**config.mk**
```make
export PLATFORM = sky130hd
export DESIGN_NAME = integer_to_padded_text_top
export DESIGN_NICKNAME = d
export VERILOG_FILES = /design/src/sv/i2t_pkg.sv /design/src/sv/i2t_regs.sv /design/src/sv/i2t_front.sv /design/src/sv/i2t_queue.sv /design/src/sv/i2t_back.sv /design/src/sv/integer_to_padded_text_top.sv
export SDC_FILE = /design/constraint.sdc
export NUM_CORES = 1
export LEC_CHECK = 0
export BUFFER_PORTS_ARGS = -buffer_cell sky130_fd_sc_hd__buf_2
export CORE_UTILIZATION = 40
export DETAILED_ROUTE_END_ITERATION = 10
export PLACE_DENSITY_LB_ADDON = 0.15
export SETUP_SLACK_MARGIN = 0.5
export SYNTH_ARGS = -nofsm -noshare
export SYNTH_HDL_FRONTEND = slang
export SYNTH_HIERARCHICAL = 1
export SYNTH_SLANG_ARGS = --single-unit
```
**constraint.sdc**
```tcl
create_clock -name clk_i -period 6.5 [get_ports clk_i]
set_input_delay 0.65 -clock clk_i [delete_from_list [all_inputs] [get_ports clk_i]]
set_output_delay 0.65 -clock clk_i [all_outputs]
set_load 0.01 [all_outputs]
```
**src/sv/i2t_pkg.sv**
```systemverilog
// Shared constants, types and helpers for the integer to padded text block.
package i2t_pkg;

  localparam int unsigned MAX_WIDTH = 32;
  localparam int unsigned VALUE_W   = 64;
  localparam int unsigned CHAR_W    = 7;
  localparam int unsigned FW_W      = 6;
  localparam int unsigned NDIG      = 20;
  localparam int unsigned DIG_W     = $clog2(NDIG);
  localparam int unsigned CNT_W     = $clog2(MAX_WIDTH + 24);
  localparam int unsigned STEP_W    = $clog2(VALUE_W);
  localparam int unsigned QDEPTH    = 2;
  localparam int unsigned QPTR_W    = $clog2(QDEPTH);
  localparam int unsigned QCNT_W    = $clog2(QDEPTH + 1);
  localparam int unsigned ADDR_W    = 5;
  localparam int unsigned DATA_W    = 32;
  localparam int unsigned RIDX_W    = ADDR_W - 2;

  localparam logic [RIDX_W-1:0] REG_RADIX = RIDX_W'(0);
  localparam logic [RIDX_W-1:0] REG_LEFT  = RIDX_W'(1);
  localparam logic [RIDX_W-1:0] REG_ZERO  = RIDX_W'(2);
  localparam logic [RIDX_W-1:0] REG_ALT   = RIDX_W'(3);
  localparam logic [RIDX_W-1:0] REG_WIDTH = RIDX_W'(4);

  localparam logic [1:0] RADIX_DEC    = 2'd0;
  localparam logic [1:0] RADIX_HEX_LO = 2'd1;
  localparam logic [1:0] RADIX_HEX_UP = 2'd2;

  localparam logic [CHAR_W-1:0] CH_SPACE = 7'h20;
  localparam logic [CHAR_W-1:0] CH_ZERO  = 7'h30;
  localparam logic [CHAR_W-1:0] CH_X_LO  = 7'h78;
  localparam logic [CHAR_W-1:0] CH_X_UP  = 7'h58;
  localparam logic [CHAR_W-1:0] CH_A_LO  = 7'h61;
  localparam logic [CHAR_W-1:0] CH_A_UP  = 7'h41;

  typedef struct packed {
    logic [1:0]      radix_mode;
    logic            left_justify;
    logic            zero_fill;
    logic            alt_prefix;
    logic [FW_W-1:0] field_width;
  } cfg_t;

  typedef struct packed {
    logic [VALUE_W-1:0] value;
    logic               hex;
    logic               upper;
    logic               prefix;
    logic               left_justify;
    logic               zero_fill;
    logic [CNT_W-1:0]   width;
  } entry_t;

  function automatic logic [CHAR_W-1:0] digit_char(input logic [3:0] dig, input logic upper);
    logic [CHAR_W-1:0] ch;
    if (dig < 4'd10) begin
      ch = CH_ZERO + CHAR_W'(dig);
    end else if (upper) begin
      ch = CH_A_UP + CHAR_W'(dig - 4'd10);
    end else begin
      ch = CH_A_LO + CHAR_W'(dig - 4'd10);
    end
    return ch;
  endfunction

endpackage

```
**src/sv/i2t_regs.sv**
```systemverilog
// Configuration register file with its APB-style access port.
module i2t_regs import i2t_pkg::*; (
  input  logic              clk_i,
  input  logic              rst_ni,
  input  logic              psel,
  input  logic              penable,
  input  logic              pwrite,
  input  logic [ADDR_W-1:0] paddr,
  input  logic [DATA_W-1:0] pwdata,
  output logic [DATA_W-1:0] prdata,
  output logic              pready,
  output cfg_t              cfg_o
);

  cfg_t              cfg_q;
  logic              wr_en;
  logic [RIDX_W-1:0] ridx;

  assign ridx   = paddr[ADDR_W-1:2];
  assign wr_en  = psel && penable && pwrite;
  assign pready = 1'b1;
  assign cfg_o  = cfg_q;

  always_ff @(posedge clk_i or negedge rst_ni) begin
    if (!rst_ni) begin
      cfg_q <= '0;
    end else if (wr_en) begin
      case (ridx)
        REG_RADIX: cfg_q.radix_mode   <= pwdata[1:0];
        REG_LEFT:  cfg_q.left_justify <= pwdata[0];
        REG_ZERO:  cfg_q.zero_fill    <= pwdata[0];
        REG_ALT:   cfg_q.alt_prefix   <= pwdata[0];
        REG_WIDTH: cfg_q.field_width  <= pwdata[FW_W-1:0];
        default: ;
      endcase
    end
  end

  always_comb begin
    prdata = '0;
    case (ridx)
      REG_RADIX: prdata = DATA_W'(cfg_q.radix_mode);
      REG_LEFT:  prdata = DATA_W'(cfg_q.left_justify);
      REG_ZERO:  prdata = DATA_W'(cfg_q.zero_fill);
      REG_ALT:   prdata = DATA_W'(cfg_q.alt_prefix);
      REG_WIDTH: prdata = DATA_W'(cfg_q.field_width);
      default:   prdata = '0;
    endcase
  end

endmodule

```
**src/sv/i2t_front.sv**
```systemverilog
// Front end: accepts a value and classifies it against the configuration.
module i2t_front import i2t_pkg::*; (
  input  logic               start,
  input  logic [VALUE_W-1:0] value_i,
  input  cfg_t               cfg_i,
  input  logic               full_i,
  output logic               busy,
  output logic               push_o,
  output entry_t             entry_o
);

  logic             hex;
  logic [CNT_W-1:0] fw_ext;

  assign busy   = full_i;
  assign push_o = start && !full_i;
  assign hex    = (cfg_i.radix_mode == RADIX_HEX_LO) || (cfg_i.radix_mode == RADIX_HEX_UP);
  assign fw_ext = CNT_W'(cfg_i.field_width);

  always_comb begin
    entry_o.value        = value_i;
    entry_o.hex          = hex;
    entry_o.upper        = (cfg_i.radix_mode == RADIX_HEX_UP);
    entry_o.prefix       = hex && cfg_i.alt_prefix && (value_i != '0);
    entry_o.left_justify = cfg_i.left_justify;
    entry_o.zero_fill    = cfg_i.zero_fill;
    entry_o.width        = (fw_ext > CNT_W'(MAX_WIDTH)) ? CNT_W'(MAX_WIDTH) : fw_ext;
  end

endmodule

```
**src/sv/i2t_queue.sv**
```systemverilog
// Short register queue between the front end and the back end.
module i2t_queue import i2t_pkg::*; (
  input  logic   clk_i,
  input  logic   rst_ni,
  input  logic   push_i,
  input  entry_t entry_i,
  input  logic   pop_i,
  output entry_t entry_o,
  output logic   full_o,
  output logic   empty_o
);

  entry_t            mem_q [QDEPTH];
  logic [QPTR_W-1:0] wptr_q;
  logic [QPTR_W-1:0] rptr_q;
  logic [QCNT_W-1:0] cnt_q;

  assign full_o  = (cnt_q == QCNT_W'(QDEPTH));
  assign empty_o = (cnt_q == '0);
  assign entry_o = mem_q[rptr_q];

  always_ff @(posedge clk_i) begin
    if (push_i) begin
      mem_q[wptr_q] <= entry_i;
    end
  end

  always_ff @(posedge clk_i or negedge rst_ni) begin
    if (!rst_ni) begin
      wptr_q <= '0;
      rptr_q <= '0;
      cnt_q  <= '0;
    end else begin
      if (push_i) begin
        wptr_q <= (wptr_q == QPTR_W'(QDEPTH - 1)) ? '0 : wptr_q + 1'b1;
      end
      if (pop_i) begin
        rptr_q <= (rptr_q == QPTR_W'(QDEPTH - 1)) ? '0 : rptr_q + 1'b1;
      end
      cnt_q <= cnt_q + QCNT_W'(push_i) - QCNT_W'(pop_i);
    end
  end

endmodule

```
**src/sv/i2t_back.sv**
```systemverilog
// Back end: digit conversion, field sizing and character emission.
module i2t_back import i2t_pkg::*; (
  input  logic              clk_i,
  input  logic              rst_ni,
  input  logic              empty_i,
  input  entry_t            entry_i,
  output logic              pop_o,
  output logic              out_valid_o,
  output logic [CHAR_W-1:0] char_code_o,
  output logic              last_char_o
);

  typedef enum logic [2:0] {
    S_IDLE,
    S_CONV,
    S_SIZE,
    S_BOUND,
    S_EMIT
  } state_e;

  state_e             state_q;
  logic [VALUE_W-1:0] bin_q;
  logic [3:0]         dig_q [NDIG];
  logic [3:0]         dig_d [NDIG];
  logic [3:0]         adj   [NDIG];
  logic [3:0]         hex_dig [NDIG];
  logic [STEP_W-1:0]  step_q;
  logic               upper_q;
  logic               prefix_q;
  logic               left_q;
  logic               zero_q;
  logic [CNT_W-1:0]   width_q;
  logic [CNT_W-1:0]   nd_q;
  logic [CNT_W-1:0]   nd_calc;
  logic [CNT_W-1:0]   body;
  logic [CNT_W-1:0]   pad;
  logic [CNT_W-1:0]   a_q, b_q, c_q, d_q, total_q;
  logic [CNT_W-1:0]   pos_q;
  logic [CNT_W-1:0]   dig_pos;
  logic [CHAR_W-1:0]  ch;
  logic               out_valid_q;
  logic [CHAR_W-1:0]  char_q;
  logic               last_q;

  assign pop_o       = (state_q == S_IDLE) && !empty_i;
  assign out_valid_o = out_valid_q;
  assign char_code_o = char_q;
  assign last_char_o = last_q;

  // One shift-and-add-three step of the binary to decimal conversion.
  always_comb begin
    for (int k = 0; k < NDIG; k++) begin
      adj[k] = (dig_q[k] >= 4'd5) ? dig_q[k] + 4'd3 : dig_q[k];
    end
    for (int k = 0; k < NDIG; k++) begin
      if (k == 0) begin
        dig_d[k] = {adj[k][2:0], bin_q[VALUE_W-1]};
      end else begin
        dig_d[k] = {adj[k][2:0], adj[k-1][3]};
      end
    end
  end

  always_comb begin
    for (int k = 0; k < NDIG; k++) begin
      hex_dig[k] = 4'd0;
    end
    for (int k = 0; k < VALUE_W / 4; k++) begin
      hex_dig[k] = entry_i.value[4*k +: 4];
    end
  end

  always_comb begin
    nd_calc = CNT_W'(1);
    for (int k = 1; k < NDIG; k++) begin
      if (dig_q[k] != 4'd0) begin
        nd_calc = CNT_W'(k + 1);
      end
    end
  end

  assign body    = nd_q + (prefix_q ? CNT_W'(2) : '0);
  assign pad     = (width_q > body) ? width_q - body : '0;
  assign dig_pos = d_q - CNT_W'(1) - pos_q;

  always_comb begin
    if (pos_q < a_q) begin
      ch = CH_SPACE;
    end else if (pos_q < b_q) begin
      ch = (pos_q == a_q) ? CH_ZERO : (upper_q ? CH_X_UP : CH_X_LO);
    end else if (pos_q < c_q) begin
      ch = CH_ZERO;
    end else if (pos_q < d_q) begin
      ch = digit_char(dig_q[dig_pos[DIG_W-1:0]], upper_q);
    end else begin
      ch = CH_SPACE;
    end
  end

  always_ff @(posedge clk_i or negedge rst_ni) begin
    if (!rst_ni) begin
      state_q     <= S_IDLE;
      out_valid_q <= 1'b0;
      step_q      <= '0;
      pos_q       <= '0;
    end else begin
      out_valid_q <= 1'b0;
      case (state_q)
        S_IDLE: begin
          if (!empty_i) begin
            upper_q  <= entry_i.upper;
            prefix_q <= entry_i.prefix;
            left_q   <= entry_i.left_justify;
            zero_q   <= entry_i.zero_fill;
            width_q  <= entry_i.width;
            bin_q    <= entry_i.value;
            step_q   <= '0;
            for (int k = 0; k < NDIG; k++) begin
              dig_q[k] <= entry_i.hex ? hex_dig[k] : 4'd0;
            end
            state_q <= entry_i.hex ? S_SIZE : S_CONV;
          end
        end
        S_CONV: begin
          dig_q  <= dig_d;
          bin_q  <= {bin_q[VALUE_W-2:0], 1'b0};
          step_q <= step_q + 1'b1;
          if (step_q == STEP_W'(VALUE_W - 1)) begin
            state_q <= S_SIZE;
          end
        end
        S_SIZE: begin
          nd_q    <= nd_calc;
          state_q <= S_BOUND;
        end
        S_BOUND: begin
          a_q     <= (!left_q && !zero_q) ? pad : '0;
          b_q     <= ((!left_q && !zero_q) ? pad : '0) + (prefix_q ? CNT_W'(2) : '0);
          c_q     <= (left_q ? '0 : pad) + (prefix_q ? CNT_W'(2) : '0);
          d_q     <= (left_q ? '0 : pad) + body;
          total_q <= pad + body;
          pos_q   <= '0;
          state_q <= S_EMIT;
        end
        S_EMIT: begin
          out_valid_q <= 1'b1;
          char_q      <= ch;
          last_q      <= (pos_q == total_q - CNT_W'(1));
          pos_q       <= pos_q + 1'b1;
          if (pos_q == total_q - CNT_W'(1)) begin
            state_q <= S_IDLE;
          end
        end
        default: state_q <= S_IDLE;
      endcase
    end
  end

  a_valid_from_emit: assert property (@(posedge clk_i) disable iff (!rst_ni)
    out_valid_o |-> $past(state_q == S_EMIT))
    else $error("character word outside emission");

  a_last_ends_field: assert property (@(posedge clk_i) disable iff (!rst_ni)
    (out_valid_o && last_char_o) |-> (state_q == S_IDLE))
    else $error("emission continues after last character");

  a_no_pop_while_busy: assert property (@(posedge clk_i) disable iff (!rst_ni)
    pop_o |=> (state_q != S_IDLE))
    else $error("pop did not start a conversion");

  a_digits_fit: assert property (@(posedge clk_i) disable iff (!rst_ni)
    (state_q == S_EMIT) |-> (d_q <= total_q && nd_q != '0))
    else $error("field bounds inconsistent");

endmodule

```
**src/sv/integer_to_padded_text_top.sv**
```systemverilog
// Top level of the integer to padded text formatter.
//
// A command word is taken on value_i at a clock edge where start is high and
// busy is low. Each word produces its printf-style text, one ASCII character
// per cycle on char_code_o, marked by out_valid_o for exactly one cycle, with
// last_char_o set on the final character. The receiver cannot stall.
// The front end classifies a word against the configuration and places it in
// a two-entry queue, so up to two words wait while the back end works.
// The back end loads a word, runs 64 shift-and-add-three steps for decimal
// (none for hex), sizes the field in S_SIZE and S_BOUND, then emits it. A new
// word is taken from the queue only once the back end is idle again.
// Configuration is to be written over the APB-style port only while the
// block is idle, by the user; the block itself does not enforce this.
// Reset clears the registers, the queue and the back-end sequencer.
module integer_to_padded_text_top import i2t_pkg::*; (
  input  logic               clk_i,
  input  logic               rst_ni,
  input  logic               psel,
  input  logic               penable,
  input  logic               pwrite,
  input  logic [ADDR_W-1:0]  paddr,
  input  logic [DATA_W-1:0]  pwdata,
  output logic [DATA_W-1:0]  prdata,
  output logic               pready,
  input  logic               start,
  output logic               busy,
  input  logic [VALUE_W-1:0] value_i,
  output logic               out_valid_o,
  output logic [CHAR_W-1:0]  char_code_o,
  output logic               last_char_o
);

  cfg_t   cfg;
  entry_t push_entry;
  entry_t head_entry;
  logic   push;
  logic   pop;
  logic   full;
  logic   empty;

  i2t_regs u_regs (
    .clk_i   (clk_i),
    .rst_ni  (rst_ni),
    .psel    (psel),
    .penable (penable),
    .pwrite  (pwrite),
    .paddr   (paddr),
    .pwdata  (pwdata),
    .prdata  (prdata),
    .pready  (pready),
    .cfg_o   (cfg)
  );

  i2t_front u_front (
    .start   (start),
    .value_i (value_i),
    .cfg_i   (cfg),
    .full_i  (full),
    .busy    (busy),
    .push_o  (push),
    .entry_o (push_entry)
  );

  i2t_queue u_queue (
    .clk_i   (clk_i),
    .rst_ni  (rst_ni),
    .push_i  (push),
    .entry_i (push_entry),
    .pop_i   (pop),
    .entry_o (head_entry),
    .full_o  (full),
    .empty_o (empty)
  );

  i2t_back u_back (
    .clk_i       (clk_i),
    .rst_ni      (rst_ni),
    .empty_i     (empty),
    .entry_i     (head_entry),
    .pop_o       (pop),
    .out_valid_o (out_valid_o),
    .char_code_o (char_code_o),
    .last_char_o (last_char_o)
  );

endmodule

```
==> impl_results.md, run 1 <==
- Outcome: finished clean
- Final cell count without fillers: 2341
- Number of global-route vias before repair: 11900
- Flops & latches, synth: 377
- CP max-delay cell: fa_1
- Core ar.: 50400 um^2
- Pre-antenna DRT Iters: 5
- DR vias/cell: 5.14
- Max-slew violations: 0
- Pwr per Cell Area: 485 nW/um^2
- RSZ-0062 raised after global routing: no
- Synth cell count leaders: edfxtp_1, mux2_2, buf_4
- Placer Congestion: 0.786
- Drt first-iter violations: 782
- Crit path buf inv count: 4
- Initial core utilization: 40.7%
- FILL cells: 4600
- Fraction of layout cells with a size suffix above 1: 22.2%
- Setup slack, reg-to-reg: 1.81 ns
- Hold Crit Class: input port to async pin
- CTS clk-pin slew, worst paths: 0.06 ns
- Predominant post-synthesis flop cell: edfxtp_1
- N_diodes: 0
- Maximum clock path buffer count: 3
- Antenna violations before repair: 1
- PostCTS Resize Cnt: 0
- Num rows: 82
- Post-CTS Hold Buffers: 0
- CP cell instances: inv_1 -> ha_1 -> inv_1 -> fa_1 -> buf_4 -> mux4_2 -> a211oi_1 -> o32ai_2 -> ha_1 -> inv_1 -> nor3b_1 -> nand3_1 -> and4b_1 -> nor3_1
- Worst skew pair latency: 0.56 ns
- Post-synthesis async set-or-reset flop share: 8.22%
- Syn_area_per_cell: 12.8 um^2
- Die Y: 228 um
- Tightest Pin Transition: 1.22 ns
- Endpoints failing setup: 0
- Sink Count: 377
- Cell count after synthesis: 1601
- Post-route ant nets: 0
- DR DRC count: 0
- CP endpoint kind: flip-flop
- Yosys cell types: 83
- Largest net degree at the start of global routing: 91
- Post-DR wirelength/cell: 17.9 um
- Total Wirelength: 42.0 mm
- Maximum VDD drop: 0.000288 V
- Yosys warnings: 6
- Min Tclk post-route: 4.69 ns
- Post-CTS Setup Repair Bufs: 0
- Mapped Area: 20500 um^2
- Vias: 12000
- Seq/Total Area, Yosys: 54.5%
- Sum Neg Setup Slack: 0 ns
- Maximum clock frequency: 213 MHz
- R2r startpoint: u_back/pos_q[0]
- Pleak: 8.41 nW
- GRT overflow: 0
- GRT Resource Usage Total: 16.0%
- Worst path max stage delay: 1.18 ns
- Die W: 228 um
- Final period util: 72.2%
- Synthesis-to-layout area growth: 9.21%
- CP Class: flip-flop to flip-flop
- CTS buffer count: 44
- Startpoint types: flip-flop
- Post-synth EDFFs: 346
- Die Area: 52200 um^2
- CTS tree: built
- Worst R2R End: u_back/char_code_o[5]
- Most common cell in the netlist: edfxtp_1
- Worst rel slew slack: 17.5%
- CTS root buf: clkbuf_16
- Arrival time worst endpoint: 5.08 ns
- Yosys top cell area share: 50.7%
- IO Pins: 150
- Endpoints failing hold: 0
- Net count reported at finish: 1838
- Hold slack final: 0.111 ns
- Final HPWL DP: 29.7 mm
- DP Cell Count: 2261
- CP top delay family: adder cells
- Max-cap check violation count: 0
- CP Max Fanout: 14
- Max H-tree Level: 2
- Leading area contributor after synthesis: edfxtp_1
- Crit path top cell by count: inv_1
- Reg2reg path depth: 14
- Layout Skew: 0.0153 ns
- Global-route wire length before repair: 66.2 mm
- Synth area leaders: edfxtp_1, mux2_2, ha_1, dfrtp_1, buf_4
- IO Port Bufs: 94
- CP required: 6.89 ns
-- area by class of cell --
cell class              count  area [um^2]  area share [%]
clock inverters            26          150           0.671
repair buffers            109          583            2.60
inverters                  95          357            1.59
flip-flops and latches    377        11200            49.9
multi-input cells        1008         8130            36.3
well taps                 672          841            3.76
clock buffers              54         1160            5.18
-- power by group --
group / switching (mW) / internal (mW) / total [mW]
combinational: 2.39 / 1.91 / 4.30
clock: 0.962 / 1.30 / 2.27
sequential: 0.517 / 3.77 / 4.29
-- worst register-to-register path, delay by kind of cell (launching register included) --
family | cells | cell delay [ns]
buffers and inverters | 4 | 0.68
AOI/OAI and AO/OA | 2 | 0.66
muxes | 1 | 0.52
and+or+nand+nor | 4 | 0.58
DFF | 1 | 0.44
adders and majority gates | 3 | 1.64
-- kinds of logic after synthesis --
kind of cell             synth area share (%)
flip-flops                               54.5
XOR/XNOR                                 3.78
other                                  0.0366
multiplexers                             11.9
AO/OA/AOI/OAI                            7.28
adder cells (fa/ha/maj)                  6.16
AND/OR/NAND/NOR                          9.93
buffers and inverters                    6.45
-- metrics by stage --
stage / util (%) / power, mW / setup slack [ns] / cell area (um^2)
finish: 44.4 / 10.9 / 1.81 / 22400
global route: 44.4 / 11.6 / 1.55 / 22400
CTS: 44.4 / 11.0 / 1.81 / 22400
detailed placement: 41.8 / 8.66 / 1.83 / 21100
global placement: 41.8 / 8.57 / 1.88 / 21100
floorplan: - / 7.64 / 1.62 / 20600
-- placed cells by master, fill, tap and decap left out, types with 16 or more instances in the layout --
master     synthesis  layout
edfxtp_1         346     346
mux2_2           114     114
inv_1             95      95
buf_2              7      94
ha_1              92      92
o21ai_0           87      87
nand3_1           84      84
a21oi_1           80      80
nor2_1            79      78
clkbuf_16          0      45
xnor2_1           43      43
mux2_4            41      41
nand2_1           39      38
xor2_1            34      34
nand2b_1          32      32
dfrtp_1           31      30
nor3b_1           29      29
conb_1             2      27
nor2b_1           20      19
mux4_2            19      19
nor4_1            18      18
o31ai_1           16      16
-- worst max path at each step --
stage,endpoint,cells after the start,startpoint
3_3_place_gp,u_back/char_code_o[5],14,u_back/pos_q[0]
5_1_grt,u_back/char_code_o[5],16,u_back/pos_q[0]
6_report,u_back/char_code_o[5],14,u_back/pos_q[0]
2_1_floorplan,u_back/bin_q[0],4,u_back/state_q[1]
3_5_place_dp,u_back/char_code_o[5],14,u_back/pos_q[0]
4_1_cts,u_back/char_code_o[5],14,u_back/pos_q[0]
-- flip-flops by register name, indices dropped and copies added (netlist names), 2 cells and up --
| register | flops |
|---|---|
| u_back/char_code_o | 7 |
| u_back/c_q | 6 |
| u_back/b_q | 5 |
| u_regs/cfg_o | 11 |
| u_back/state_q | 3 |
| u_queue/mem_q | 150 |
| u_back/width_q | 6 |
| u_back/d_q | 6 |
| u_back/bin_q | 64 |
| u_back/total_q | 6 |
| u_back/a_q | 6 |
| u_back/dig_q | 80 |
| u_back/nd_q | 5 |
| u_back/step_q | 6 |
| u_back/pos_q | 6 |
| u_queue/cnt_q | 2 |
-- routing by layer --
layer  share of wire [%]  GRT usage (%)  routed length [um]  up-vias
li1                    -              -                   -     5886
met1                  49           23.3               20700     5903
met2                  45           24.6               18900      200
met3                 3.7           2.69                1540       48
met4                 2.1           4.43                 869        0
met5                   0              0                   0        -
No activity file was read; power rests on OpenSTA's default activity.
==> inputs of run 2 (changes only) <==
==> constraint.sdc (replaced) <==
create_clock -name clk_i -period 3.9 [get_ports clk_i]
set_input_delay 0.39 -clock clk_i [delete_from_list [all_inputs] [get_ports clk_i]]
set_output_delay 0.39 -clock clk_i [all_outputs]
set_load 0.01 [all_outputs]
==> run 2 against run 1 <==
Against the previous run: clock power increased by 74%; first-iteration DRC count decreased by 3.1%; cell count increased by 2.7%; utilization increased by 2.1 points; final area increased by 4.7%; clock-buffer cell count increased by 6; sequential cell count unchanged; wire length increased by 4.8%; critical path type unchanged; critical endpoint unchanged.
==> impl_results.md, run 2 (synthesis gave the netlist of run 1 again) <==
- R2r startpoint: u_back/d_q[0]
- Synthesis-to-layout area growth: 14.3%
- Largest net degree at the start of global routing: 75 (-18%)
- Commonest non-fill, non-tap cell in the layout: edfxtp_1
- Setup ws final: 0.166 ns (-1.64 ns)
- CTS root buf: clkbuf_16
- Die Area: 52200 um^2 (unchanged)
- Endpoints failing hold: 0 (unchanged)
- Worst skew pair latency: 0.56 ns (about the same)
- Vias: 12300 (+2.1%)
- N_diodes: 0 (unchanged)
- Hold endpoint: u_queue/mem_q[0][48]
- Initial core utilization: 40.7% (unchanged)
- Maximum clock path buffer count: 3 (unchanged)
- GRT overflow: 0 (unchanged)
- Die Y: 228 um (unchanged)
- CP required: 4.21 ns (-2.68 ns)
- Num rows: 82 (unchanged)
- Startpoint types: flip-flop
- Post-DR wirelength/cell: 18.3 um (+2.0%)
- Maximum VDD drop: 0.000421 V (+46%)
- Max-slew violations: 0 (unchanged)
- Pleak: 8.85 nW (+5.1%)
- Final cell count without fillers: 2404 (+2.7%)
- CP Class: flip-flop to flip-flop
- Sink Count: 377 (unchanged)
- Hold Crit Class: input port to flip-flop
- CP endpoint kind: flip-flop
- Placement Setup Slack: 0.0440 ns (-1.79 ns)
- Placer Congestion: 0.895 (+14%)
- Worst rel slew slack: 37.0% (+20 points)
- CTS buffer count: 44 (unchanged)
- CTS clk-pin slew, worst paths: 0.06 ns (about the same)
- Layout Skew: 0.00968 ns (-0.00567 ns)
- Hold_sp: value_i[37]
- DR DRC count: 0 (unchanged)
- Sum Neg Setup Slack: 0 ns (unchanged)
- Global-route wire length before repair: 69.4 mm (+4.8%)
- Reg2reg path depth: 15 (+1)
- Arrival time worst endpoint: 4.05 ns (-1.03 ns)
- Fraction of layout cells with a size suffix above 1: 26.8% (+4.6 points)
- CTS tree: built
- Worst setup path start: u_back/d_q[0]
- Core ar.: 50400 um^2 (unchanged)
- Final period util: 95.7% (+24 points)
- Die W: 228 um (unchanged)
- Max H-tree Level: 2 (unchanged)
- Hold path cells: 1
- Most frequent cells in the layout: edfxtp_1, mux2_2, buf_2
- Max-cap check violation count: 0 (unchanged)
- Final HPWL DP: 31.1 mm (+4.8%)
- FILL cells: 4462 (-3.0%)
- Antenna violations before repair: 1 (unchanged)
- Regs by FF count: u_queue/mem_q (150), u_back/dig_q (80), u_back/bin_q (64)
- Net count reported at finish: 1903 (+3.5%)
- Post-route ant nets: 0 (unchanged)
- Pwr per Cell Area: 814 nW/um^2 (+68%)
- Pre-antenna DRT Iters: 5 (unchanged)
- IO Pins: 150 (unchanged)
- Drt first-iter violations: 758 (-3.1%)
- Total Wirelength: 44.0 mm (+4.8%)
- RSZ-0062 raised after global routing: yes
- Min Tclk post-route: 3.73 ns (-0.956 ns)
- IO Port Bufs: 94 (unchanged)
- Biggest register: u_queue/mem_q
- Outcome: finished clean
- Largest register FFs: 150 (unchanged)
- DP Cell Count: 2279 (+0.80%)
- Maximum clock frequency: 268 MHz (+26%)
- Endpoints failing setup: 0 (unchanged)
- DR vias/cell: 5.11 (-0.59%)
- Tightest Pin Transition: 0.945 ns (-0.276 ns)
- Worst R2R End: u_back/char_code_o[5]
- GRT Resource Usage Total: 17.0% (+0.93 points)
- Setup slack, reg-to-reg: 0.17 ns (-1.64 ns)
- Tot Pwr: 19.1 mW (+76%)
- CP Max Fanout: 6 (-8)
- Number of global-route vias before repair: 12400 (+4.5%)
run 2: cell count changes in the layout (fill, tap and decap cells not counted), sizes merged:
cell         change
clkbuf           +6
bufbuf           +1
clkinv          -10
clkinvlp         +4
inv              -3
bufinv           +1
dlygate4sd3     +17
buf             +47
run 2: worst max-delay path by stage:
| stage | to | slack [ns] | cells after the start |
|---|---|---|---|
| after floorplan | u_back/d_q[4] | 0.30 | 14 |
| after global placement | u_back/char_code_o[5] | 0.12 | 15 |
| after detailed placement | u_back/char_code_o[5] | 0.04 | 17 |
| after CTS | u_back/char_code_o[5] | 0.21 | 15 |
| after global routing | u_back/char_code_o[5] | 0.08 | 15 |
| final | u_back/char_code_o[5] | 0.17 | 15 |
run 2: report_power, final:
group,internal [mW],switching (mW)
clock network,2.32,1.62
logic,3.79,4.28
registers,6.27,0.812
total,12.4,6.70
run 2: cell type report:
class | instances | area, um^2 | share of cell area [%]
flip-flops and latches | 377 | 11200 | 47.6
multi-input cells | 1008 | 8420 | 35.9
repair buffers | 174 | 1280 | 5.47
clock buffers | 60 | 1220 | 5.21
well taps | 672 | 841 | 3.59
inverters | 95 | 362 | 1.54
clock inverters | 18 | 150 | 0.640
run 2: critical path: stages (launching register included):
cell and delay [ns]:
edfxtp_1 0.43, ha_4 0.19, inv_2 0.05, fa_2 0.51, buf_6 0.18, buf_4 0.14
buf_4 0.13, mux4_2 0.35, a211oi_2 0.10, o32ai_4 0.44, ha_4 0.23, inv_4 0.05
nor3b_4 0.20, nand3_2 0.15, and4b_1 0.31, nor3_2 0.05
run 2: what timing repair did:
action,CTS,global route
setup buffers,15,14
gates resized for setup,13,20
setup endpoints to repair,12,13
hold endpoints to repair,50,0
hold buffers,17,0
pin swaps,8,10
gates cloned,1,0
run 2: metal layers:
layer  routed length [um]  vias to the layer above  global-route usage (%)  part of all wire (%)
met3                 1860                       81                    3.34                   4.2
met5                    8                        -                       0                 0.018
li1                     -                     5993                       -                     -
met4                 1270                        2                    5.70                   2.9
met1                20000                     5996                    22.6                    46
met2                20800                      216                    27.6                    47
run 2: stage by stage:
step	area, um^2	utilization (%)	hold WS, ns
2_1_floorplan	20800	-	0.0944
3_3_place_gp	21500	42.6	0.427
3_5_place_dp	21500	42.6	0.425
4_1_cts	23200	46.1	0.000527
5_1_grt	23400	46.5	0.00467
6_report	23400	46.5	0.0369
